<file path="src/design/piecewise_linear_temp_calibration_core_defines.svh">
// assertion macros for the temperature calibration core
`ifndef PIECEWISE_LINEAR_TEMP_CALIBRATION_CORE_DEFINES_SVH
`define PIECEWISE_LINEAR_TEMP_CALIBRATION_CORE_DEFINES_SVH

`ifndef SYNTH
// same-cycle implication, checked on clk, disabled in reset
`define PLTC_ASSERT_NOW(lbl, ant, con) \
  lbl: assert property (@(posedge clk) disable iff (!rst_n) (ant) |-> (con)) \
    else $error("pltc: same-cycle check failed");
// next-cycle implication, checked on clk, disabled in reset
`define PLTC_ASSERT_NEXT(lbl, ant, con) \
  lbl: assert property (@(posedge clk) disable iff (!rst_n) (ant) |=> (con)) \
    else $error("pltc: next-cycle check failed");
`else
`define PLTC_ASSERT_NOW(lbl, ant, con)
`define PLTC_ASSERT_NEXT(lbl, ant, con)
`endif

`endif

</file>
<file path="src/design/pltc_pkg.sv">
// types and constants shared by the temperature calibration core
`timescale 1ns / 1ps

package pltc_pkg;

  // command codes of the input item
  localparam logic CMD_WRITE   = 1'b0;
  localparam logic CMD_CORRECT = 1'b1;

  // limits and reference grid, hundredths of a degree
  localparam int LOW_LIMIT      = -8000;
  localparam int HIGH_LIMIT     = 15000;
  localparam int REF_START_HUND = -4000;
  localparam int REF_STEP_HUND  = 1000;
  localparam int INNER_DY       = 1000;
  localparam int LOW_DY         = 4000;
  // reset contents of the point table, tenths of a degree
  localparam int REF_START_TENTHS = -400;
  localparam int REF_STEP_TENTHS  = 100;

  // datapath widths
  localparam int V_W    = 21;   // scaled points, input and their differences, signed
  localparam int DEN_W  = 20;   // segment width, positive
  localparam int DX_W   = 19;   // offset into the segment, non-negative
  localparam int DY_W   = 15;   // magnitude of the reference span
  localparam int MAG_W  = DY_W + DX_W;
  localparam int NUM_W  = MAG_W + 2;
  localparam int D_W    = DEN_W + 1;
  localparam int Q_W    = 16;
  localparam int DCNT_W = $clog2(Q_W);
  localparam int Y_W    = 17;
  localparam int RES_W  = 18;

  typedef enum logic [2:0] {
    ST_INNER = 3'd0,
    ST_LOW   = 3'd1,
    ST_HIGH  = 3'd2,
    ST_CLAMP = 3'd3,
    ST_NONE  = 3'd4
  } status_t;

  typedef enum logic [2:0] {
    S_IDLE,
    S_CLASS,
    S_SCAN,
    S_MUL,
    S_PREP,
    S_DIV,
    S_FIN
  } state_t;

  typedef struct packed {
    logic              cmd;
    logic [3:0]        point_index;
    logic signed [15:0] point_value;
    logic signed [15:0] temperature_in;
  } in_item_t;

  typedef struct packed {
    logic signed [15:0] temperature_out;
    logic [2:0]         status;
  } out_item_t;

  typedef struct packed {
    logic write_pt;
    logic load_x;
    logic classify;
    logic scan_step;
    logic mul;
    logic prep;
    logic div_step;
    logic load_out;
  } pltc_cmd_t;

  typedef struct packed {
    logic cls_settled;
    logic cls_inner;
    logic scan_hit;
  } pltc_sts_t;

  // stored point (tenths) to hundredths
  function automatic logic signed [V_W-1:0] scale10(input logic signed [15:0] v);
    logic signed [V_W-1:0] e;
    e = V_W'(v);
    return (e <<< 3) + (e <<< 1);
  endfunction

endpackage

</file>
<file path="src/design/pltc_ctrl.sv">
// sequencing state machine of the temperature calibration core
`timescale 1ns / 1ps
`include "piecewise_linear_temp_calibration_core_defines.svh"

module pltc_ctrl
  import pltc_pkg::*;
#(
  parameter int NUM_POINTS = 14,
  parameter int IDX_W      = $clog2(NUM_POINTS)
) (
  input  logic             clk,
  input  logic             rst_n,
  input  logic             in_valid,
  input  logic             in_cmd,
  output logic             in_ready,
  output logic             out_valid,
  input  logic             out_ready,
  input  pltc_sts_t        sts,
  output pltc_cmd_t        cmd,
  output logic [IDX_W-1:0] scan_idx
);

  localparam logic [IDX_W-1:0] LAST_IDX = IDX_W'(NUM_POINTS - 1);
  localparam logic [DCNT_W-1:0] DIV_LAST = DCNT_W'(Q_W - 1);

  state_t              state_r, state_nxt;
  logic [IDX_W-1:0]    scan_idx_r, scan_idx_nxt;
  logic [DCNT_W-1:0]   div_cnt_r, div_cnt_nxt;
  logic                out_valid_r, out_valid_nxt;
  logic                slot_free;

  assign slot_free = !out_valid_r || out_ready;

  // next state
  always_comb begin
    state_nxt    = state_r;
    scan_idx_nxt = scan_idx_r;
    div_cnt_nxt  = div_cnt_r;
    unique case (state_r)
      S_IDLE: begin
        if (in_valid && in_cmd == CMD_CORRECT) state_nxt = S_CLASS;
      end
      S_CLASS: begin
        scan_idx_nxt = IDX_W'(1);
        priority if (sts.cls_settled) state_nxt = S_FIN;
        else if (sts.cls_inner) state_nxt = S_SCAN;
        else state_nxt = S_MUL;
      end
      S_SCAN: begin
        priority if (sts.scan_hit) state_nxt = S_MUL;
        else if (scan_idx_r == LAST_IDX) state_nxt = S_FIN;
        else scan_idx_nxt = scan_idx_r + IDX_W'(1);
      end
      S_MUL: state_nxt = S_PREP;
      S_PREP: begin
        state_nxt   = S_DIV;
        div_cnt_nxt = '0;
      end
      S_DIV: begin
        if (div_cnt_r == DIV_LAST) state_nxt = S_FIN;
        else div_cnt_nxt = div_cnt_r + DCNT_W'(1);
      end
      S_FIN: begin
        if (slot_free) state_nxt = S_IDLE;
      end
      default: state_nxt = S_IDLE;
    endcase
  end

  // commands
  always_comb begin
    cmd = '0;
    unique case (state_r)
      S_IDLE: begin
        cmd.write_pt = in_valid && in_cmd == CMD_WRITE;
        cmd.load_x   = in_valid && in_cmd == CMD_CORRECT;
      end
      S_CLASS: cmd.classify  = 1'b1;
      S_SCAN:  cmd.scan_step = 1'b1;
      S_MUL:   cmd.mul       = 1'b1;
      S_PREP:  cmd.prep      = 1'b1;
      S_DIV:   cmd.div_step  = 1'b1;
      S_FIN:   cmd.load_out  = slot_free;
      default: cmd = '0;
    endcase
  end

  always_comb begin
    if (cmd.load_out) out_valid_nxt = 1'b1;
    else if (out_ready) out_valid_nxt = 1'b0;
    else out_valid_nxt = out_valid_r;
  end

  always_ff @(posedge clk) begin
    if (!rst_n) begin
      state_r     <= S_IDLE;
      scan_idx_r  <= '0;
      div_cnt_r   <= '0;
      out_valid_r <= 1'b0;
    end else begin
      state_r     <= state_nxt;
      scan_idx_r  <= scan_idx_nxt;
      div_cnt_r   <= div_cnt_nxt;
      out_valid_r <= out_valid_nxt;
    end
  end

  assign in_ready  = (state_r == S_IDLE);
  assign out_valid = out_valid_r;
  assign scan_idx  = scan_idx_r;

  `PLTC_ASSERT_NEXT(a_correct_starts, in_valid && in_ready && in_cmd == CMD_CORRECT, state_r == S_CLASS)
  `PLTC_ASSERT_NEXT(a_div_runs, state_r == S_DIV && div_cnt_r != DIV_LAST, state_r == S_DIV)
  `PLTC_ASSERT_NEXT(a_fin_delivers, state_r == S_FIN && slot_free, state_r == S_IDLE && out_valid_r)
  `PLTC_ASSERT_NEXT(a_scan_ends, state_r == S_SCAN && !sts.scan_hit && scan_idx_r == LAST_IDX, state_r == S_FIN)
  `PLTC_ASSERT_NOW(a_one_cmd, 1'b1, $onehot0(cmd))

endmodule

</file>
<file path="src/design/pltc_dp.sv">
// point table, segment search, multiplier and serial divider
`timescale 1ns / 1ps

module pltc_dp
  import pltc_pkg::*;
#(
  parameter int NUM_POINTS = 14,
  parameter int IDX_W      = $clog2(NUM_POINTS)
) (
  input  logic             clk,
  input  logic             rst_n,
  input  in_item_t         in_item,
  input  pltc_cmd_t        cmd,
  input  logic [IDX_W-1:0] scan_idx,
  output pltc_sts_t        sts,
  output out_item_t        out_item
);

  localparam int REF_LAST   = REF_START_HUND + REF_STEP_HUND * (NUM_POINTS - 1);
  localparam int HIGH_DY    = HIGH_LIMIT - REF_LAST;
  localparam int HIGH_DYMAG = (HIGH_DY < 0) ? -HIGH_DY : HIGH_DY;
  localparam logic [IDX_W-1:0] LAST_IDX = IDX_W'(NUM_POINTS - 1);

  logic signed [15:0]    pts_r [NUM_POINTS];
  logic signed [15:0]    x_r;
  logic signed [V_W-1:0] xv, p0, pl, cur;
  logic signed [V_W-1:0] den_low, den_high, den_in, dx;
  logic                  clamp_lo, clamp_hi, is_low, is_high, low_ok, high_ok;

  logic signed [V_W-1:0] prev_r, a_r;
  logic [DEN_W-1:0]      den_r;
  logic signed [Y_W-1:0] y0_r, ref_r;
  logic [DY_W-1:0]       dy_mag_r;
  logic                  dy_neg_r;
  status_t               status_r;
  logic signed [RES_W-1:0] res_r, res_q, res_fin;
  logic [MAG_W-1:0]      prod_r;
  logic [NUM_W-1:0]      num;
  logic [D_W-1:0]        rem_r, dsr_r;
  logic [Q_W-1:0]        nlo_r;
  logic [D_W:0]          rem_sh;
  logic                  ge;
  out_item_t             out_r;

  // calibration point table
  always_ff @(posedge clk) begin
    if (!rst_n) begin
      for (int k = 0; k < NUM_POINTS; k++) begin
        pts_r[k] <= 16'(REF_START_TENTHS + REF_STEP_TENTHS * k);
      end
    end else if (cmd.write_pt) begin
      for (int k = 0; k < NUM_POINTS; k++) begin
        if (int'(in_item.point_index) == k) pts_r[k] <= in_item.point_value;
      end
    end
  end

  assign xv  = V_W'(x_r);
  assign p0  = scale10(pts_r[0]);
  assign pl  = scale10(pts_r[NUM_POINTS-1]);
  assign cur = scale10(pts_r[scan_idx]);

  assign clamp_lo = xv <= V_W'(LOW_LIMIT);
  assign clamp_hi = xv >= V_W'(HIGH_LIMIT);
  assign is_low   = xv <= p0;
  assign is_high  = xv >= pl;
  assign den_low  = p0 - V_W'(LOW_LIMIT);
  assign den_high = V_W'(HIGH_LIMIT) - pl;
  assign den_in   = cur - prev_r;
  assign low_ok   = !den_low[V_W-1] && (den_low != '0);
  assign high_ok  = !den_high[V_W-1] && (den_high != '0);

  assign sts.cls_settled = clamp_lo || clamp_hi || (is_low && !low_ok) ||
                           (!is_low && is_high && !high_ok);
  assign sts.cls_inner   = !clamp_lo && !clamp_hi && !is_low && !is_high;
  assign sts.scan_hit    = (xv >= prev_r) && (xv < cur);

  assign dx = xv - a_r;

  // segment selection
  always_ff @(posedge clk) begin
    if (cmd.load_x) x_r <= in_item.temperature_in;
    if (cmd.classify) begin
      res_r  <= clamp_lo ? RES_W'(LOW_LIMIT) : clamp_hi ? RES_W'(HIGH_LIMIT) : RES_W'(x_r);
      prev_r <= p0;
      ref_r  <= Y_W'(REF_START_HUND);
      priority if (clamp_lo) begin
        status_r <= ST_CLAMP;
      end else if (clamp_hi) begin
        status_r <= ST_CLAMP;
      end else if (is_low) begin
        status_r <= low_ok ? ST_LOW : ST_NONE;
        y0_r     <= Y_W'(LOW_LIMIT);
        a_r      <= V_W'(LOW_LIMIT);
        den_r    <= den_low[DEN_W-1:0];
        dy_mag_r <= DY_W'(LOW_DY);
        dy_neg_r <= 1'b0;
      end else if (is_high) begin
        status_r <= high_ok ? ST_HIGH : ST_NONE;
        y0_r     <= Y_W'(REF_LAST);
        a_r      <= pl;
        den_r    <= den_high[DEN_W-1:0];
        dy_mag_r <= DY_W'(HIGH_DYMAG);
        dy_neg_r <= (HIGH_DY < 0);
      end else begin
        status_r <= ST_NONE;
      end
    end
    if (cmd.scan_step) begin
      if (sts.scan_hit) begin
        status_r <= ST_INNER;
        y0_r     <= ref_r;
        a_r      <= prev_r;
        den_r    <= den_in[DEN_W-1:0];
        dy_mag_r <= DY_W'(INNER_DY);
        dy_neg_r <= 1'b0;
      end else begin
        prev_r <= cur;
        ref_r  <= ref_r + Y_W'(REF_STEP_HUND);
        // running off the table: no enclosing segment
        if (scan_idx == LAST_IDX) status_r <= ST_NONE;
      end
    end
  end

  // |dy| * dx, then rounded quotient (2*mag + den) / (2*den)
  assign num    = NUM_W'({prod_r, 1'b0}) + NUM_W'(den_r);
  assign rem_sh = {rem_r, nlo_r[Q_W-1]};
  assign ge     = rem_sh >= {1'b0, dsr_r};

  always_ff @(posedge clk) begin
    if (cmd.mul) prod_r <= MAG_W'(dy_mag_r) * MAG_W'(dx[DX_W-1:0]);
    if (cmd.prep) begin
      // quotient fits in Q_W bits, so the top part already sits below the divisor
      rem_r <= D_W'(num[NUM_W-1:Q_W]);
      nlo_r <= num[Q_W-1:0];
      dsr_r <= {den_r, 1'b0};
    end
    if (cmd.div_step) begin
      rem_r <= ge ? D_W'(rem_sh - {1'b0, dsr_r}) : D_W'(rem_sh);
      nlo_r <= {nlo_r[Q_W-2:0], ge};
    end
  end

  assign res_q = dy_neg_r ? RES_W'(y0_r) - RES_W'({1'b0, nlo_r})
                          : RES_W'(y0_r) + RES_W'({1'b0, nlo_r});

  always_comb begin
    if (status_r == ST_INNER || status_r == ST_LOW || status_r == ST_HIGH) res_fin = res_q;
    else res_fin = res_r;
  end

  always_ff @(posedge clk) begin
    if (cmd.load_out) begin
      priority if (res_fin > RES_W'(32767)) out_r.temperature_out <= 16'sd32767;
      else if (res_fin < -RES_W'(32768)) out_r.temperature_out <= -16'sd32768;
      else out_r.temperature_out <= res_fin[15:0];
      out_r.status <= status_r;
    end
  end

  assign out_item = out_r;

endmodule

</file>
<file path="src/design/piecewise_linear_temp_calibration_core.sv">
// Piecewise-linear temperature calibration core. A write item (cmd 0) with an index below
// NUM_POINTS replaces that stored calibration point in the cycle it is accepted; write items
// return nothing and are taken back to back. A correct item (cmd 1) returns one result: the
// input clamped to -80.00..150.00 C and mapped linearly through the enclosing segment, or
// extrapolated at the ends; an input with no enclosing inner segment, or in an end segment
// that is empty or reversed, comes out unchanged. After a correct item is accepted the core
// classifies it; clamped inputs and empty or reversed end segments go straight to the output
// load. An inner input is searched segment by segment, one stored point per cycle, until the
// enclosing segment is found or the table runs out; an inner segment found, or an end segment,
// then passes through the multiplier, a divider set-up step and the 16-step restoring divider
// that forms the rounded quotient before the output load. The load waits while the output
// register still holds an untaken result; the next item can be taken in the cycle after the
// load. The output register lets the next item enter while a result still waits to be taken.
`timescale 1ns / 1ps

module piecewise_linear_temp_calibration_core
  import pltc_pkg::*;
#(
  parameter int NUM_POINTS = 14
) (
  input  logic      clk,
  input  logic      rst_n,
  input  logic      in_valid,
  output logic      in_ready,
  input  in_item_t  in_item,
  output logic      out_valid,
  input  logic      out_ready,
  output out_item_t out_item
);

  localparam int IDX_W = $clog2(NUM_POINTS);

  pltc_cmd_t        cmd;
  pltc_sts_t        sts;
  logic [IDX_W-1:0] scan_idx;

  pltc_ctrl #(
    .NUM_POINTS(NUM_POINTS),
    .IDX_W     (IDX_W)
  ) u_ctrl (
    .clk      (clk),
    .rst_n    (rst_n),
    .in_valid (in_valid),
    .in_cmd   (in_item.cmd),
    .in_ready (in_ready),
    .out_valid(out_valid),
    .out_ready(out_ready),
    .sts      (sts),
    .cmd      (cmd),
    .scan_idx (scan_idx)
  );

  pltc_dp #(
    .NUM_POINTS(NUM_POINTS),
    .IDX_W     (IDX_W)
  ) u_dp (
    .clk     (clk),
    .rst_n   (rst_n),
    .in_item (in_item),
    .cmd     (cmd),
    .scan_idx(scan_idx),
    .sts     (sts),
    .out_item(out_item)
  );

endmodule

</file>
<file path="config.mk">
export PLATFORM = sky130hd
export DESIGN_NAME = piecewise_linear_temp_calibration_core
export DESIGN_NICKNAME = d
export VERILOG_FILES = /design/src/design/pltc_pkg.sv /design/src/design/pltc_ctrl.sv /design/src/design/pltc_dp.sv /design/src/design/piecewise_linear_temp_calibration_core.sv
export VERILOG_INCLUDE_DIRS = /design/src /design/src/design
export SDC_FILE = /design/constraint.sdc
export NUM_CORES = 2
export LEC_CHECK = 0
export BUFFER_PORTS_ARGS = -buffer_cell sky130_fd_sc_hd__buf_4
export CAP_MARGIN = 20
export CORE_UTILIZATION = 61
export CTS_CLUSTER_SIZE = 14
export DETAILED_ROUTE_END_ITERATION = 6
export PLACE_DENSITY_LB_ADDON = 0.12
export SYNTH_ARGS = -nofsm -noshare
export SYNTH_HDL_FRONTEND = slang
export SYNTH_SLANG_ARGS = --single-unit
export TNS_END_PERCENT = 100
</file>
<file path="constraint.sdc">
create_clock -name clk -period 17 [get_ports clk]
set_input_delay 0 -clock clk [delete_from_list [all_inputs] [get_ports clk]]
set_output_delay 0 -clock clk [all_outputs]
set_load 0.02 [all_outputs]
</file>
==> out/results.tsv <==
stage	metric	value	unit
cells_and_area	final non-filler cell total	4844	
detailed_routing	# DRC	0	
setup_path	Worst Path Required	17.35	ns
global_routing	initial antenna violation count	1	
synth	Mapped Area	38780	sq um
min_path	HP Class	input port to register	
die	Starting Density	61.58	%
setup_path	CP top delay family	adder cells	
setup_path	Critical Path Sink Type	register	
die	Chip Height	254.1	um
detailed_routing	via count	29551	
synth	Post-Syn Instances	3890	
clocking	CTS tree	yes	
detailed_routing	vias per inst	6.101	
detailed_routing	Initial DRC Count	2604	
setup_path	Buffers & Inverters on Critical Path	6	
detailed_routing	met1 wire length	43330	um
sta	unrepaired setup endpoints after global routing	no	
placement	GPL Wtd Cong	1.025	
detailed_routing	final WL	108000	um
global_routing	Total GRT Usage	33.92	%
setup_path	Setup CP Type	register to register	
synth	Main synth FF type	edfxtp_1	
global_routing	global-route wire length before repair	165700	um
synth	async set-reset flop share out of synthesis	0	%
detailed_routing	1st-pass router iterations	5	
sta	final hold viol count	0	
setup_path	critical path's largest stage delay	0.57	ns
sta	setup TNS	0	ns
setup_path	startpoint class of the critical path	register	
clocking	CTS root buf	clkbuf_16	
synth	Syn Nets	4477	
setup_path	CP max FO	15	
detailed_routing	highest routed layer	met5	
clocking	CTS Buffer Depth	3	
cells_and_area	# nets final	4546	
detailed_routing	metal3 WL	7256	um
sta	max frequency	107.3	MHz
placement	DP Wirelength	80720	um
synth	Post-synth EDFFs	369	
status	outcome	finished, final reports clean	
synth	cell taking the most area after synthesis	edfxtp_1	
clocking	Clk Latency, worst-skew pair	0.62	ns
die	row count	92	
global_routing	vias in the first global route	28780	
synth	yosys warns	0	
clocking	CTS H-Tree Depth	2	
setup_path	Slowest-stage cell, CP	fa_1	
die	CORE AREA	62970	sq um
clocking	CTS sink cnt	495	
sta	Slew HR	21.02	%
sta	Final Cycle Share	54.84	%
detailed_routing	met2 WL	51910	um
clocking	Reg clk slew, reported paths	0.06	ns
placement	dpl cells	4708	
detailed_routing	Detail Route Antenna Nets	0	
synth	synth unique cells	102	
global_routing	pin count of the biggest net entering global routing	53	
die	DIE WIDTH	254.1	um
sta	Final Slew Violations	0	
cells_and_area	Syn-to-layout area delta	9.444	%
synth	Seq cells post-synth	495	
cells_and_area	antenna cells	0	
cells_and_area	share of layout cells above drive strength 1	8.879	%
detailed_routing	wire per inst	22.29	um
synth	top cells by area, synth	edfxtp_1 29%, fa_1 12%, ha_1 10%, dfxtp_1 6.5%, inv_1 4.0%	
setup_path	Critical Path Most Common Cell	fa_1	
synth	Avg Inst Size Synth	9.968	sq um
cells_and_area	Layout fillers	5041	
die	die area	64580	sq um
global_routing	GRT overflow	0	
die	I/O pins	62	
job	MaxCap Viol Count	0	
sta	clk_skew	0.02923	ns
sta	Finish-stage setup viols	0	
synth	sequential area share after synthesis	35.08	%
clocking	CTS Buf Count	53	
setup_path	CP Data Arrival Time	9.67	ns
placement	input/output buffers	61	
sta	minimum clock period after layout	9.322	ns
sta	Slew @ Worst Pin	1.183	ns
synth	post-synth top area share	28.58	%
[cell usage in the layout (no fill, tap or decap), types with 10 or more instances in the layout]
cell,Yosys,routed
inv_1,413,413
edfxtp_1,369,369
nand2_1,338,337
ha_1,319,319
nor2_1,305,304
fa_1,227,227
a21oi_1,216,216
o21ai_0,138,134
and2_1,135,134
xnor2_1,124,124
dfxtp_1,126,124
buf_4,1,121
or3_1,77,77
nand3_1,71,71
a21o_1,70,70
nor3_1,68,68
nor2b_1,65,65
mux4_2,61,61
nand2b_1,58,58
xor2_1,62,58
clkbuf_16,0,54
and3_1,43,43
a211oi_1,42,42
dlygate4sd3_1,0,41
o211ai_1,36,36
nand4_1,33,33
or2_2,27,27
o21a_1,27,27
a31oi_1,20,20
mux2_2,17,17
o21bai_1,15,15
o21ai_1,11,14
o221ai_1,13,13
nor4_1,12,12
mux2i_1,11,11
o22ai_1,11,11
a221oi_1,11,11
o31ai_1,10,10
clkinv_1,2,10
[metrics by stage]
stage / setup slack, ns / instance area (sq um) / util, % / hold WS (ns)
floorplan: 8.675 / 38780 / - / 0.09887
global route: 7.252 / 42440 / 67.40 / 0.1070
CTS: 7.740 / 42430 / 67.39 / 0.08667
detailed placement: 7.809 / 40210 / 63.86 / 0.1809
finish: 7.678 / 42440 / 67.40 / 0.1134
global placement: 7.812 / 40210 / 63.86 / 0.1778
[cells in the mapped netlist, drive strengths merged, types with 10 or more instances]
library cell	instances
buf	23
or3	77
o211ai	36
o21a	28
o22ai	11
a211oi	43
a221oi	13
o21ai	152
o31ai	10
a31oi	20
mux2i	11
and3	43
nand2	338
xnor2	126
clkbuf	126
nand4	33
a21o	70
dfxtp	126
edfxtp	369
mux2	18
fa	227
a311oi	10
nand2b	58
or2	29
a21oi	217
o21bai	15
ha	319
xor2	63
and2	135
nand3	71
nor4	13
mux4	61
o221ai	13
nor2b	65
inv	415
nor2	308
nor3	70
[metal layers]
layer | vias to the layer above | track usage (%)
li1 | 13790 | -
met1 | 14441 | 43.80
met2 | 1095 | 57.01
met3 | 223 | 4.470
met4 | 2 | 15.54
met5 | - | 0
[final cells by class]
class	instances	area [sq um]	area share, %
multi-input cells	2829	23070	54.36
flip-flops and latches	495	13610	32.06
inverters	417	1565	3.688
clock buffers	64	1399	3.296
repair buffers	163	1324	3.119
well taps	846	1059	2.494
clock inverters	30	412.9	0.9729
[sequential cells by signal (all words and copies together), names as in the netlist, 17 cells and up, named ones only]
signal	count
u_dp.ref_r	17
u_dp.a_r	19
u_dp.dsr_r	20
u_dp.rem_r	21
u_dp.out_item	19
u_dp.y0_r	17
u_dp.pts_r	224
u_dp.prev_r	21
u_dp.prod_r	34
u_dp.den_r	20
[path summary, 6_finish.rpt]
path | depth (start not counted) | slack [ns] | start | to
worst max-delay path | 35 | 7.68 | u_dp.x_r[1] | u_dp.prod_r[33]
worst min-delay path | 2 | 0.11 | in_item[11] | u_dp.x_r[11]
worst max register to register | 35 | 7.68 | u_dp.x_r[1] | u_dp.prod_r[33]
worst min register to register | 2 | 0.47 | u_dp.prev_r[20] | u_dp.prev_r[20]
[logic make-up (layout without fill, tap and decap cells)]
| kind of cell | after synthesis | count (layout) | share of synthesized area (%) |
|---|---|---|---|
| AO/OA/AOI/OAI | 736 | 736 | 12.61 |
| XOR/XNOR | 189 | 189 | 4.327 |
| adder cells (fa/ha/maj) | 546 | 546 | 22.01 |
| buffers and inverters | 566 | 674 | 5.537 |
| flip-flops | 495 | 495 | 35.08 |
| multiplexers | 90 | 90 | 4.359 |
| AND/OR/NAND/NOR | 1268 | 1268 | 16.08 |
[what timing repair did]
action,CTS,global route
hold endpoints to repair,179,0
hold buffers,41,0
setup buffers,0,0
setup endpoints to repair,0,0
gates resized for setup,0,0
Power is not shown: default switching activity piles up to over one toggle a cycle in this logic, so the estimate is an artifact.
